===== src/ultrasonic_range_controller_macros.svh =====
// Assertion macros for the ultrasonic range controller.
// Used by the top level only; expects clk and arst_n in scope.
`ifndef ULTRASONIC_RANGE_CONTROLLER_MACROS_SVH
`define ULTRASONIC_RANGE_CONTROLLER_MACROS_SVH

// Same-cycle implication, disabled during reset
`define URC_ASSERT_NOW(label, ante, cons) \
	label: assert property (@(posedge clk) disable iff (!arst_n) (ante) |-> (cons)) \
		else $error("urc: same-cycle check failed");

// Next-cycle implication, disabled during reset
`define URC_ASSERT_NEXT(label, ante, cons) \
	label: assert property (@(posedge clk) disable iff (!arst_n) (ante) |=> (cons)) \
		else $error("urc: next-cycle check failed");

`endif


===== src/urc_pkg.sv =====
// Shared types, codes and helpers for the ultrasonic range controller.
// No dependencies; imported by urc_core and the top level.
`default_nettype none

package urc_pkg;

	// Default timing, in microsecond ticks
	localparam int TICKS_PER_MS_DEF    = 1000;
	localparam int TRIG_LOW_TICKS_DEF  = 2;
	localparam int TRIG_HIGH_TICKS_DEF = 10;

	// Phase codes
	localparam logic [2:0] PH_OFF     = 3'd0;
	localparam logic [2:0] PH_TRIG    = 3'd1;
	localparam logic [2:0] PH_WAIT    = 3'd2;
	localparam logic [2:0] PH_READY   = 3'd3;
	localparam logic [2:0] PH_BETWEEN = 3'd4;

	// Configuration register indexes
	localparam logic CFG_ENABLE   = 1'b0;
	localparam logic CFG_INTERVAL = 1'b1;

	localparam logic [15:0] INTERVAL_RST = 16'd10;

	// width*10/58 = floor(width * ceil(5*2^24/29) / 2^24), exact for 16-bit widths
	localparam logic [21:0] DIST_MUL   = 22'd2892624;
	localparam int          DIST_SHIFT = 24;

	typedef struct packed {
		logic        enable;
		logic [15:0] interval_ms;
	} cfg_t;

	typedef struct packed {
		logic [2:0]  phase;
		logic        reading_done;
		logic [15:0] echo_width_us;
		logic [13:0] distance_mm;
		logic        trigger_level;
	} result_t;

	function automatic logic [15:0] sat_inc16(input logic [15:0] v);
		return (v == 16'hFFFF) ? v : v + 16'd1;
	endfunction

	function automatic logic [13:0] dist_of(input logic [15:0] w);
		logic [37:0] p;
		p = {22'd0, w} * {16'd0, DIST_MUL};
		return p[DIST_SHIFT+13:DIST_SHIFT];
	endfunction

endpackage

`default_nettype wire


===== src/ultrasonic_range_controller.sv =====
// Top level of the ultrasonic range controller: stream ports, config registers,
// input register and result register around urc_core. Depends on urc_pkg, urc_core.
//
//   channel  | direction | word contents
//   s_*      | in        | one microsecond tick: echo_level
//   m_*      | out       | one result per tick: trigger, distance, width, done, phase
//   cfg_*    | in        | register write: 0 enable, 1 interval_ms
//
// One word per cycle sustained while the output is ready; each tick's result passes
// through the input register, then the result register fed by the sequencer and the
// constant-reciprocal distance multiply. A stalled output holds its word while
// one more tick waits in the input register. Reset is asynchronous, active low,
// and clears all sequencer state; no clearing pass is needed.
`default_nettype none

module ultrasonic_range_controller import urc_pkg::*; #(
	parameter int TICKS_PER_MS    = TICKS_PER_MS_DEF,
	parameter int TRIG_LOW_TICKS  = TRIG_LOW_TICKS_DEF,
	parameter int TRIG_HIGH_TICKS = TRIG_HIGH_TICKS_DEF
) (
	input  wire logic        clk,
	input  wire logic        arst_n,
	input  wire logic        s_tvalid,
	output logic             s_tready,
	input  wire logic [7:0]  s_tdata,   // [0] echo_level, [7:1] zero
	output logic             m_tvalid,
	input  wire logic        m_tready,
	output logic [39:0]      m_tdata,   // [0] trigger_level, [14:1] distance_mm,
	                                    // [30:15] echo_width_us, [31] reading_done,
	                                    // [34:32] phase, [39:35] zero
	input  wire logic        cfg_we,
	input  wire logic        cfg_addr,
	input  wire logic [15:0] cfg_wdata
);

`include "ultrasonic_range_controller_macros.svh"

	cfg_t    cfg_q;
	logic    valid_s1, echo_s1;
	logic    valid_s2;
	result_t res_s2, res_next;
	logic    adv;

	// Configuration writes
	always_ff @(posedge clk or negedge arst_n) begin
		if (!arst_n) begin
			cfg_q.enable      <= 1'b0;
			cfg_q.interval_ms <= INTERVAL_RST;
		end else if (cfg_we) begin
			unique case (cfg_addr)
				CFG_ENABLE:   cfg_q.enable      <= cfg_wdata[0];
				CFG_INTERVAL: cfg_q.interval_ms <= cfg_wdata;
				default: begin
				end
			endcase
		end
	end

	// Pipeline control: a tick moves on when the result register is empty or being read
	assign adv      = valid_s1 && (!valid_s2 || m_tready);
	assign s_tready = !valid_s1 || adv;

	// Input register
	always_ff @(posedge clk or negedge arst_n) begin
		if (!arst_n) begin
			valid_s1 <= 1'b0;
		end else if (s_tready) begin
			valid_s1 <= s_tvalid;
		end
	end

	always_ff @(posedge clk) begin
		if (s_tvalid && s_tready)
			echo_s1 <= s_tdata[0];
	end

	urc_core #(
		.TICKS_PER_MS    (TICKS_PER_MS),
		.TRIG_LOW_TICKS  (TRIG_LOW_TICKS),
		.TRIG_HIGH_TICKS (TRIG_HIGH_TICKS)
	) u_core (
		.clk    (clk),
		.arst_n (arst_n),
		.step   (adv),
		.echo   (echo_s1),
		.cfg    (cfg_q),
		.res    (res_next)
	);

	// Result register
	always_ff @(posedge clk or negedge arst_n) begin
		if (!arst_n) begin
			valid_s2 <= 1'b0;
		end else if (adv) begin
			valid_s2 <= 1'b1;
		end else if (m_tready) begin
			valid_s2 <= 1'b0;
		end
	end

	always_ff @(posedge clk) begin
		if (adv)
			res_s2 <= res_next;
	end

	assign m_tvalid = valid_s2;
	assign m_tdata  = {5'd0, res_s2};

	// Checks
	`URC_ASSERT_NOW(a_stall_only_when_full, !s_tready, valid_s1 && valid_s2 && !m_tready)
	`URC_ASSERT_NOW(a_trig_in_trig_phase, valid_s2 && res_s2.trigger_level,
		res_s2.phase == PH_TRIG)
	`URC_ASSERT_NOW(a_done_phase, valid_s2 && res_s2.reading_done,
		res_s2.phase == PH_READY || res_s2.phase == PH_TRIG)
	`URC_ASSERT_NEXT(a_adv_fills_output, adv, valid_s2)

endmodule

`default_nettype wire


===== src/urc_core.sv =====
// Ranging sequencer: phase state, trigger timing, echo measurement, interval wait.
// Depends on urc_pkg. State advances once per accepted tick (step).
`default_nettype none

module urc_core import urc_pkg::*; #(
	parameter int TICKS_PER_MS    = TICKS_PER_MS_DEF,
	parameter int TRIG_LOW_TICKS  = TRIG_LOW_TICKS_DEF,
	parameter int TRIG_HIGH_TICKS = TRIG_HIGH_TICKS_DEF
) (
	input  wire logic    clk,
	input  wire logic    arst_n,
	input  wire logic    step,
	input  wire logic    echo,
	input  wire cfg_t    cfg,
	output result_t      res
);

	localparam int PW = (TICKS_PER_MS > 1) ? $clog2(TICKS_PER_MS) : 1;
	localparam int TT = TRIG_LOW_TICKS + TRIG_HIGH_TICKS;
	localparam int TW = $clog2(TT);
	localparam logic [PW:0]   PRESC_END = (PW+1)'(TICKS_PER_MS);
	localparam logic [TW:0]   TRIG_END  = (TW+1)'(TT);
	localparam logic [TW-1:0] TRIG_LOW  = TW'(TRIG_LOW_TICKS);

	logic [2:0]    phase_q,     phase_d;
	logic [TW-1:0] trig_q,      trig_d;
	logic [15:0]   echo_cnt_q,  echo_cnt_d;
	logic [15:0]   width_q,     width_d;
	logic [PW-1:0] presc_q,     presc_d;
	logic [15:0]   elapsed_q,   elapsed_d;
	logic          echo_prev_q;

	logic [TW:0]   trig_inc;
	logic [PW:0]   presc_inc;
	logic          rise, fall, done, active;

	// Next-state logic for one tick
	always_comb begin
		phase_d    = phase_q;
		trig_d     = trig_q;
		echo_cnt_d = echo_cnt_q;
		width_d    = width_q;
		presc_d    = presc_q;
		elapsed_d  = elapsed_q;
		done       = 1'b0;
		trig_inc   = {1'b0, trig_q} + {{TW{1'b0}}, 1'b1};
		presc_inc  = {1'b0, presc_q} + {{PW{1'b0}}, 1'b1};
		rise       = echo && !echo_prev_q;
		fall       = !echo && echo_prev_q;
		active     = (phase_q >= PH_TRIG) && (phase_q <= PH_BETWEEN);

		unique case (phase_q)
			PH_TRIG: begin
				if (trig_inc >= TRIG_END) begin
					trig_d  = '0;
					phase_d = PH_WAIT;
				end else begin
					trig_d = trig_inc[TW-1:0];
				end
			end
			PH_WAIT: begin
			end
			PH_READY: begin
				presc_d   = '0;
				elapsed_d = '0;
				phase_d   = PH_BETWEEN;
			end
			PH_BETWEEN: begin
				if (presc_inc >= PRESC_END) begin
					presc_d   = '0;
					elapsed_d = sat_inc16(elapsed_q);
				end else begin
					presc_d = presc_inc[PW-1:0];
				end
				if (elapsed_d >= cfg.interval_ms) begin
					trig_d  = '0;
					phase_d = PH_TRIG;
				end
			end
			default: begin
				// off, and any stray code
				phase_d = PH_OFF;
				if (cfg.enable) begin
					trig_d  = '0;
					phase_d = PH_TRIG;
				end
			end
		endcase

		// Echo measurement runs in every phase but off and any stray code
		if (active) begin
			echo_cnt_d = rise ? 16'd0 : sat_inc16(echo_cnt_q);
			if (fall) begin
				width_d = echo_cnt_d;
				done    = 1'b1;
				if (phase_d != PH_TRIG)
					phase_d = PH_READY;
			end
		end
	end

	// Result word, taken after this tick's update
	always_comb begin
		res.trigger_level = (phase_d == PH_TRIG) && (trig_d >= TRIG_LOW);
		res.distance_mm   = dist_of(width_d);
		res.echo_width_us = width_d;
		res.reading_done  = done;
		res.phase         = phase_d;
	end

	always_ff @(posedge clk or negedge arst_n) begin
		if (!arst_n) begin
			phase_q     <= PH_OFF;
			trig_q      <= '0;
			echo_cnt_q  <= '0;
			width_q     <= '0;
			presc_q     <= '0;
			elapsed_q   <= '0;
			echo_prev_q <= 1'b0;
		end else if (step) begin
			phase_q     <= phase_d;
			trig_q      <= trig_d;
			echo_cnt_q  <= echo_cnt_d;
			width_q     <= width_d;
			presc_q     <= presc_d;
			elapsed_q   <= elapsed_d;
			echo_prev_q <= echo;
		end
	end

endmodule

`default_nettype wire

===== config.mk =====
export PLATFORM = sky130hd
export DESIGN_NAME = ultrasonic_range_controller
export DESIGN_NICKNAME = d
export VERILOG_FILES = /design/src/urc_pkg.sv /design/src/ultrasonic_range_controller.sv /design/src/urc_core.sv
export VERILOG_INCLUDE_DIRS = /design/src /design/src/src
export SDC_FILE = /design/constraint.sdc
export NUM_CORES = 1
export LEC_CHECK = 0
export BUFFER_PORTS_ARGS = -buffer_cell sky130_fd_sc_hd__buf_2
export CORE_MARGIN = 3
export CORE_UTILIZATION = 29
export CTS_CLUSTER_DIAMETER = 50
export CTS_CLUSTER_SIZE = 28
export DETAILED_ROUTE_END_ITERATION = 8
export GPL_TIMING_DRIVEN = 0
export PLACE_DENSITY_LB_ADDON = 0.1
export SLEW_MARGIN = 5
export SYNTH_ARGS = -nofsm -noshare
export SYNTH_HDL_FRONTEND = slang
export SYNTH_HIERARCHICAL = 1
export SYNTH_SLANG_ARGS = --single-unit

===== constraint.sdc =====
create_clock -name clk -period 8.5 [get_ports clk]
set_input_delay 0.85 -clock clk [delete_from_list [all_inputs] [get_ports clk]]
set_output_delay 0.85 -clock clk [all_outputs]
set_load 0.03 [all_outputs]

# Word-level counts from Yosys, hierarchy flattened
# Index checks and enable logic that the tools add are counted.
# Widths: inputs -> output; s select.
word_totals:
  register_bits: 121
  inputBits: 30
  output_inout_bits: 42
  wordCells: 80
classes:
  addsub: 4
  multipliers: 1
  order_cmp: 6
  eq_ne: 8
  mux: 24
  n_bitwise: 1
  n_reduce_logical: 19
op_table:
  columns: ["operator", "count"]
  rows:
  - ["$mux 16", 7]
  - ["$mul 16x18->34 const B", 1]
  - ["$add 16x1->16 const B", 2]
  - ["$eq 16x16->1 const B", 2]
  - ["$pmux 16 s2", 1]
  - ["$pmux 10 s2", 1]
  - ["$ge 16x16->1", 1]
  - ["$mux 3", 5]
  - ["$mux 4", 3]
  - ["$pmux 3 s4", 1]
  - ["$pmux 4 s3", 1]
  - ["$add 10x1->11 const B", 1]
  - ["$ge 11x10->1 const B", 1]
  - ["$mux 10", 1]
  - ["$reduce_and 2->1", 4]
  - ["$eq 3x1->1 const B", 2]
  - ["$eq 3x2->1 const B", 2]
  - ["$logic_and 1x1->1", 6]
  - ["$add 4x1->5 const B", 1]
  - ["$ge 5x4->1 const B", 1]
  - ["$ge 4x2->1 const B", 1]
  - ["$logic_not 1->1", 4]
  - ["$mux 1", 4]
  - ["$reduce_bool 2->1", 2]
  - ["other kinds (7)", 8]

# Depth between registers and ports, before layout
depth:
  word_depth: 13
  mapped_depth: 30
  ltp_nobuf: 28

# Modules after synthesis
# The synthesis kept the hierarchy.
by_module_without_submodules:
  columns: ["mod", "instances", "cells_per_inst", "area_per_inst_um2", "seq_area_each_um2"]
  rows:
  - ["urc_core", 1, 1030, 9116.2, 1651.6]
  - ["ultrasonic_range_controller", 1, 87, 1905.6, 1559.0]

# Worst setup path after synthesis
# Ideal clock, no wire load.
synth_timing:
  kind: "flip-flop to flip-flop"
  start: "register u_core.echo_cnt_q[0]"
  end: "register res_s2, in the netlist m_tdata[14], data pin"
  setup_time_ns: 0.261
  arrival_time_ns: 7.008
  required_time_ns: 8.239
  setup_slack_ns: 1.231
  path_stages_with_launch: 30
  n_path_buf: 1
  period_less_slack_ns: 7.269
  path_cell_list: "dfrtp_1 -> ha_1 -> nand3_1 -> or4_1 -> clkbuf_1 -> nand2_1 -> nor3_1 -> xnor2_1 -> o21ai_0 -> ha_1 -> inv_1 -> fa_1 -> inv_1 -> fa_1 -> inv_1 -> fa_1 -> inv_1 -> fa_1 -> inv_1 -> fa_1 -> inv_1 -> ha_1 -> nand4_1 -> a2111oi_0 -> o21ai_0 -> a21oi_1 -> a21boi_2 -> nor4b_1 -> a211oi_2 -> xnor2_1"
synth_lines:
  columns: ["element", "line", "source"]
  rows:
  - ["from (decl)", "urc_core.sv:27", "logic [15:0] echo_cnt_q, echo_cnt_d;"]
  - ["from (signal assigned)", "urc_core.sv:123", "echo_cnt_q <= echo_cnt_d;"]
  - ["to (signal assigned)", "ultrasonic_range_controller.sv:103", "res_s2 <= res_next;"]
  - ["to (decl)", "ultrasonic_range_controller.sv:41", "result_t res_s2, res_next;"]

==> results.yml <==
place:
  placed_area_mm2: 0.01205
  numPortBuffers: 59
  hpwl_mm: 21.24
  gp_congestion: 0.7792
setup_path:
  critPathMaxFanout: 8
  required_ns: 8.68
  slowest_delay_ns: 0.53
  path_buf_inv: 7
  criticalPathCategory: "reg2reg"
  endpoint_kind: "register"
  r2r_cells: 29
  cp_num_cells: 29
  cp_slowest_cell: "fa_1"
  cpMostUsedCell: "inv_1"
  cp-start-kind: "register"
  cp_top_family: "adder cells"
  regToRegSetupSlack_ns: 0.43
  critPathArrivalTime_ns: 8.26
sta:
  rsz0062_at_grt: "false"
  timing.final.crit_share_pct: 94.99
  period_minus_slack_ns: 8.074
  slew_headroom_pct: 27.56
  fin_worst_skew_ns: 0.01517
  slew_viol_final: 0
  finalSetupTns_ns: 0
  fmax_mhz: 123.9
  finalHoldViolations: 0
  tightest_slew_ns: 1.082
  setup_viol: 0
route:
  drc: 0
  vias: 7924
  drt_iter0_drc: 332
  wl_per_cell_um: 15.52
  viasPerCell: 4.602
  firstDrtPassIters: 5
  wirelength_mm: 26.72
  ant_nets: 0
logic_synthesis:
  synth_fa_ha_area_share_pct: 31.71
  synthFlopType: "dfrtp_1"
  synth-simple-area-share_pct: 11.10
  synth.top_cell.area_share_pct: 19.98
  synthTopCellsByArea: "ha_1 (20%), dfrtp_1 (19%), fa_1 (12%)"
  synth_xor_area_share_pct: 3.565
  ys_ff_latch: 121
  synth_top_cell_by_area: "ha_1"
  synth_edf_count: 36
  ys_async_sr_fraction_pct: 70.25
  synth_common_cells: "inv_1 (191), ha_1 (176), dfrtp_1 (83)"
  synth-compound-area-share_pct: 12.21
  seq_area_frac_synth_pct: 29.13
  synth_mux_area_share_pct: 3.996
  ys_types: 79
  synth_top_family_by_area: "adder cells"
  syn_avg_cell_area_um2: 9.867
  yosys_warnings: 6
  netlist_instances: 1117
  netlist_area_mm2: 0.01102
  yosysMostFrequentCell: "inv_1"
clock_network:
  clock-sinks: 121
  root_buffer: "clkbuf_16"
  cts_tree: "yes"
  cts_max_path_buffers: 2
  cts.clk_slew.worst_paths_ns: 0.06
  htree_levels: 4
  clk-insertion-delay-late_ns: 0.44
  numCtsBuffers: 17
die:
  rows: 70
  io_pins: 72
  coreArea_mm2: 0.03705
  dieArea_mm2: 0.04038
  start_util_pct: 29.75
  dieWidth_um: 201.0
  chipHeight_um: 201.0
final_layout:
  diodes: 0
  fillers: 3855
  multiInputGateArea_mm2: 0.006997
  seq_area_mm2: 0.003211
  fin_nets: 1475
  final_cell_area_mm2: 0.01273
  syn2layout_area_growth_pct: 15.53
  fin_util_pct: 34.37
  drive_above_1_share_pct: 14.61
grt:
  overflow: 0
  grt_max_degree: 51
  grt_pass1_vias: 8043
  grt_antenna_before_repair: 0
  grt_usage_pct: 13.71
  grt_pass1_wl_mm: 43.75
hold_path:
  hold_class: "in2async"
run:
  drv_cap: 0
outcome:
  status: "complete, no violations"
==> state kept, by name, summed over array words and instances (netlist names) <==
signal	count
cfg_q	17
echo_s1	1
m_tdata	35
m_tvalid	1
u_core/echo_cnt_q	16
u_core/echo_prev_q	1
u_core/elapsed_q	16
u_core/phase_q	3
u_core/presc_q	10
u_core/trig_q	4
u_core/width_q	16
valid_s1	1
==> repair_timing <==
item                       CTS  global route
hold buffers                 0             0
setup endpoints to repair    5             6
gates cloned                 0             0
setup buffers                0             1
pin swaps                    0             1
gates resized for setup      6            12
==> cells in the final DEF (no fill, tap or decap), types with 6 or more instances in the layout <==
cell and instances:
inv_1 189, ha_1 176, dfrtp_1 83, nand2_1 66, fa_1 64, buf_2 62, o21ai_0 58, nor2_1 44
a21oi_1 44, edfxtp_1 36, xnor2_1 30, nand3_1 29, mux2_2 24, clkbuf_1 24, and3_1 19, clkbuf_16 18
a31oi_1 16, o31ai_1 16, nor3_1 14, buf_4 13, xor2_1 13, a21o_1 13, nand2b_1 10, mux2_4 10
o21ai_1 9, nand4_1 9, nor2b_1 6
==> path summary, 6_finish.rpt <==
kind | from | end
max | u_core/echo_cnt_q[0] | m_tdata[14]
min | arst_n | u_core/presc_q[2]
max reg2reg | u_core/echo_cnt_q[0] | m_tdata[14]
min reg2reg | valid_s1 | m_tvalid
max in group asynchronous | arst_n | u_core/echo_cnt_q[8]
min in group clk | valid_s1 | m_tvalid
==> final cells by class <==
class	count	area share (%)
multi-input combinational	771	54.95
sequential	121	25.21
inverter	191	5.660
tap	504	4.952
clock buffer	20	3.596
timing repair buffer	66	3.066
buffer	37	1.484
clock inverter	12	1.081
==> cells by family (layout without fill, tap and decap cells) <==
| group | Yosys count | in the layout |
|---|---|---|
| AO/OA/AOI/OAI | 213 | 213 |
| XOR/XNOR | 44 | 44 |
| adder cells (fa/ha/maj) | 241 | 241 |
| buffers and inverters | 229 | 326 |
| flip-flops | 121 | 121 |
| multiplexers | 36 | 36 |
| other | 1 | 5 |
| AND/OR/NAND/NOR | 232 | 232 |
==> routing by layer <==
| layer | track usage [%] | routed length, um | vias up |
|---|---|---|---|
| li1 | - | - | 4019 |
| met1 | 20.07 | 14020 | 3818 |
| met2 | 20.89 | 11790 | 75 |
| met3 | 2.173 | 630 | 12 |
| met4 | 3.915 | 280 | 0 |
| met5 | 0 | 0 | - |
==> metrics by stage <==
step	hold slack [ns]	cells	setup WS [ns]
global route	0.4096	1722	0.008041
CTS	0.3851	1721	0.1199
detailed placement	0.4783	1690	-0.2037
global placement	0.4700	1684	-0.5241
floorplan	0.4490	1121	1.231
finish	0.3873	1722	0.4260
Power is not shown: default switching activity piles up to over one toggle a cycle in this logic, so the estimate is an artifact.
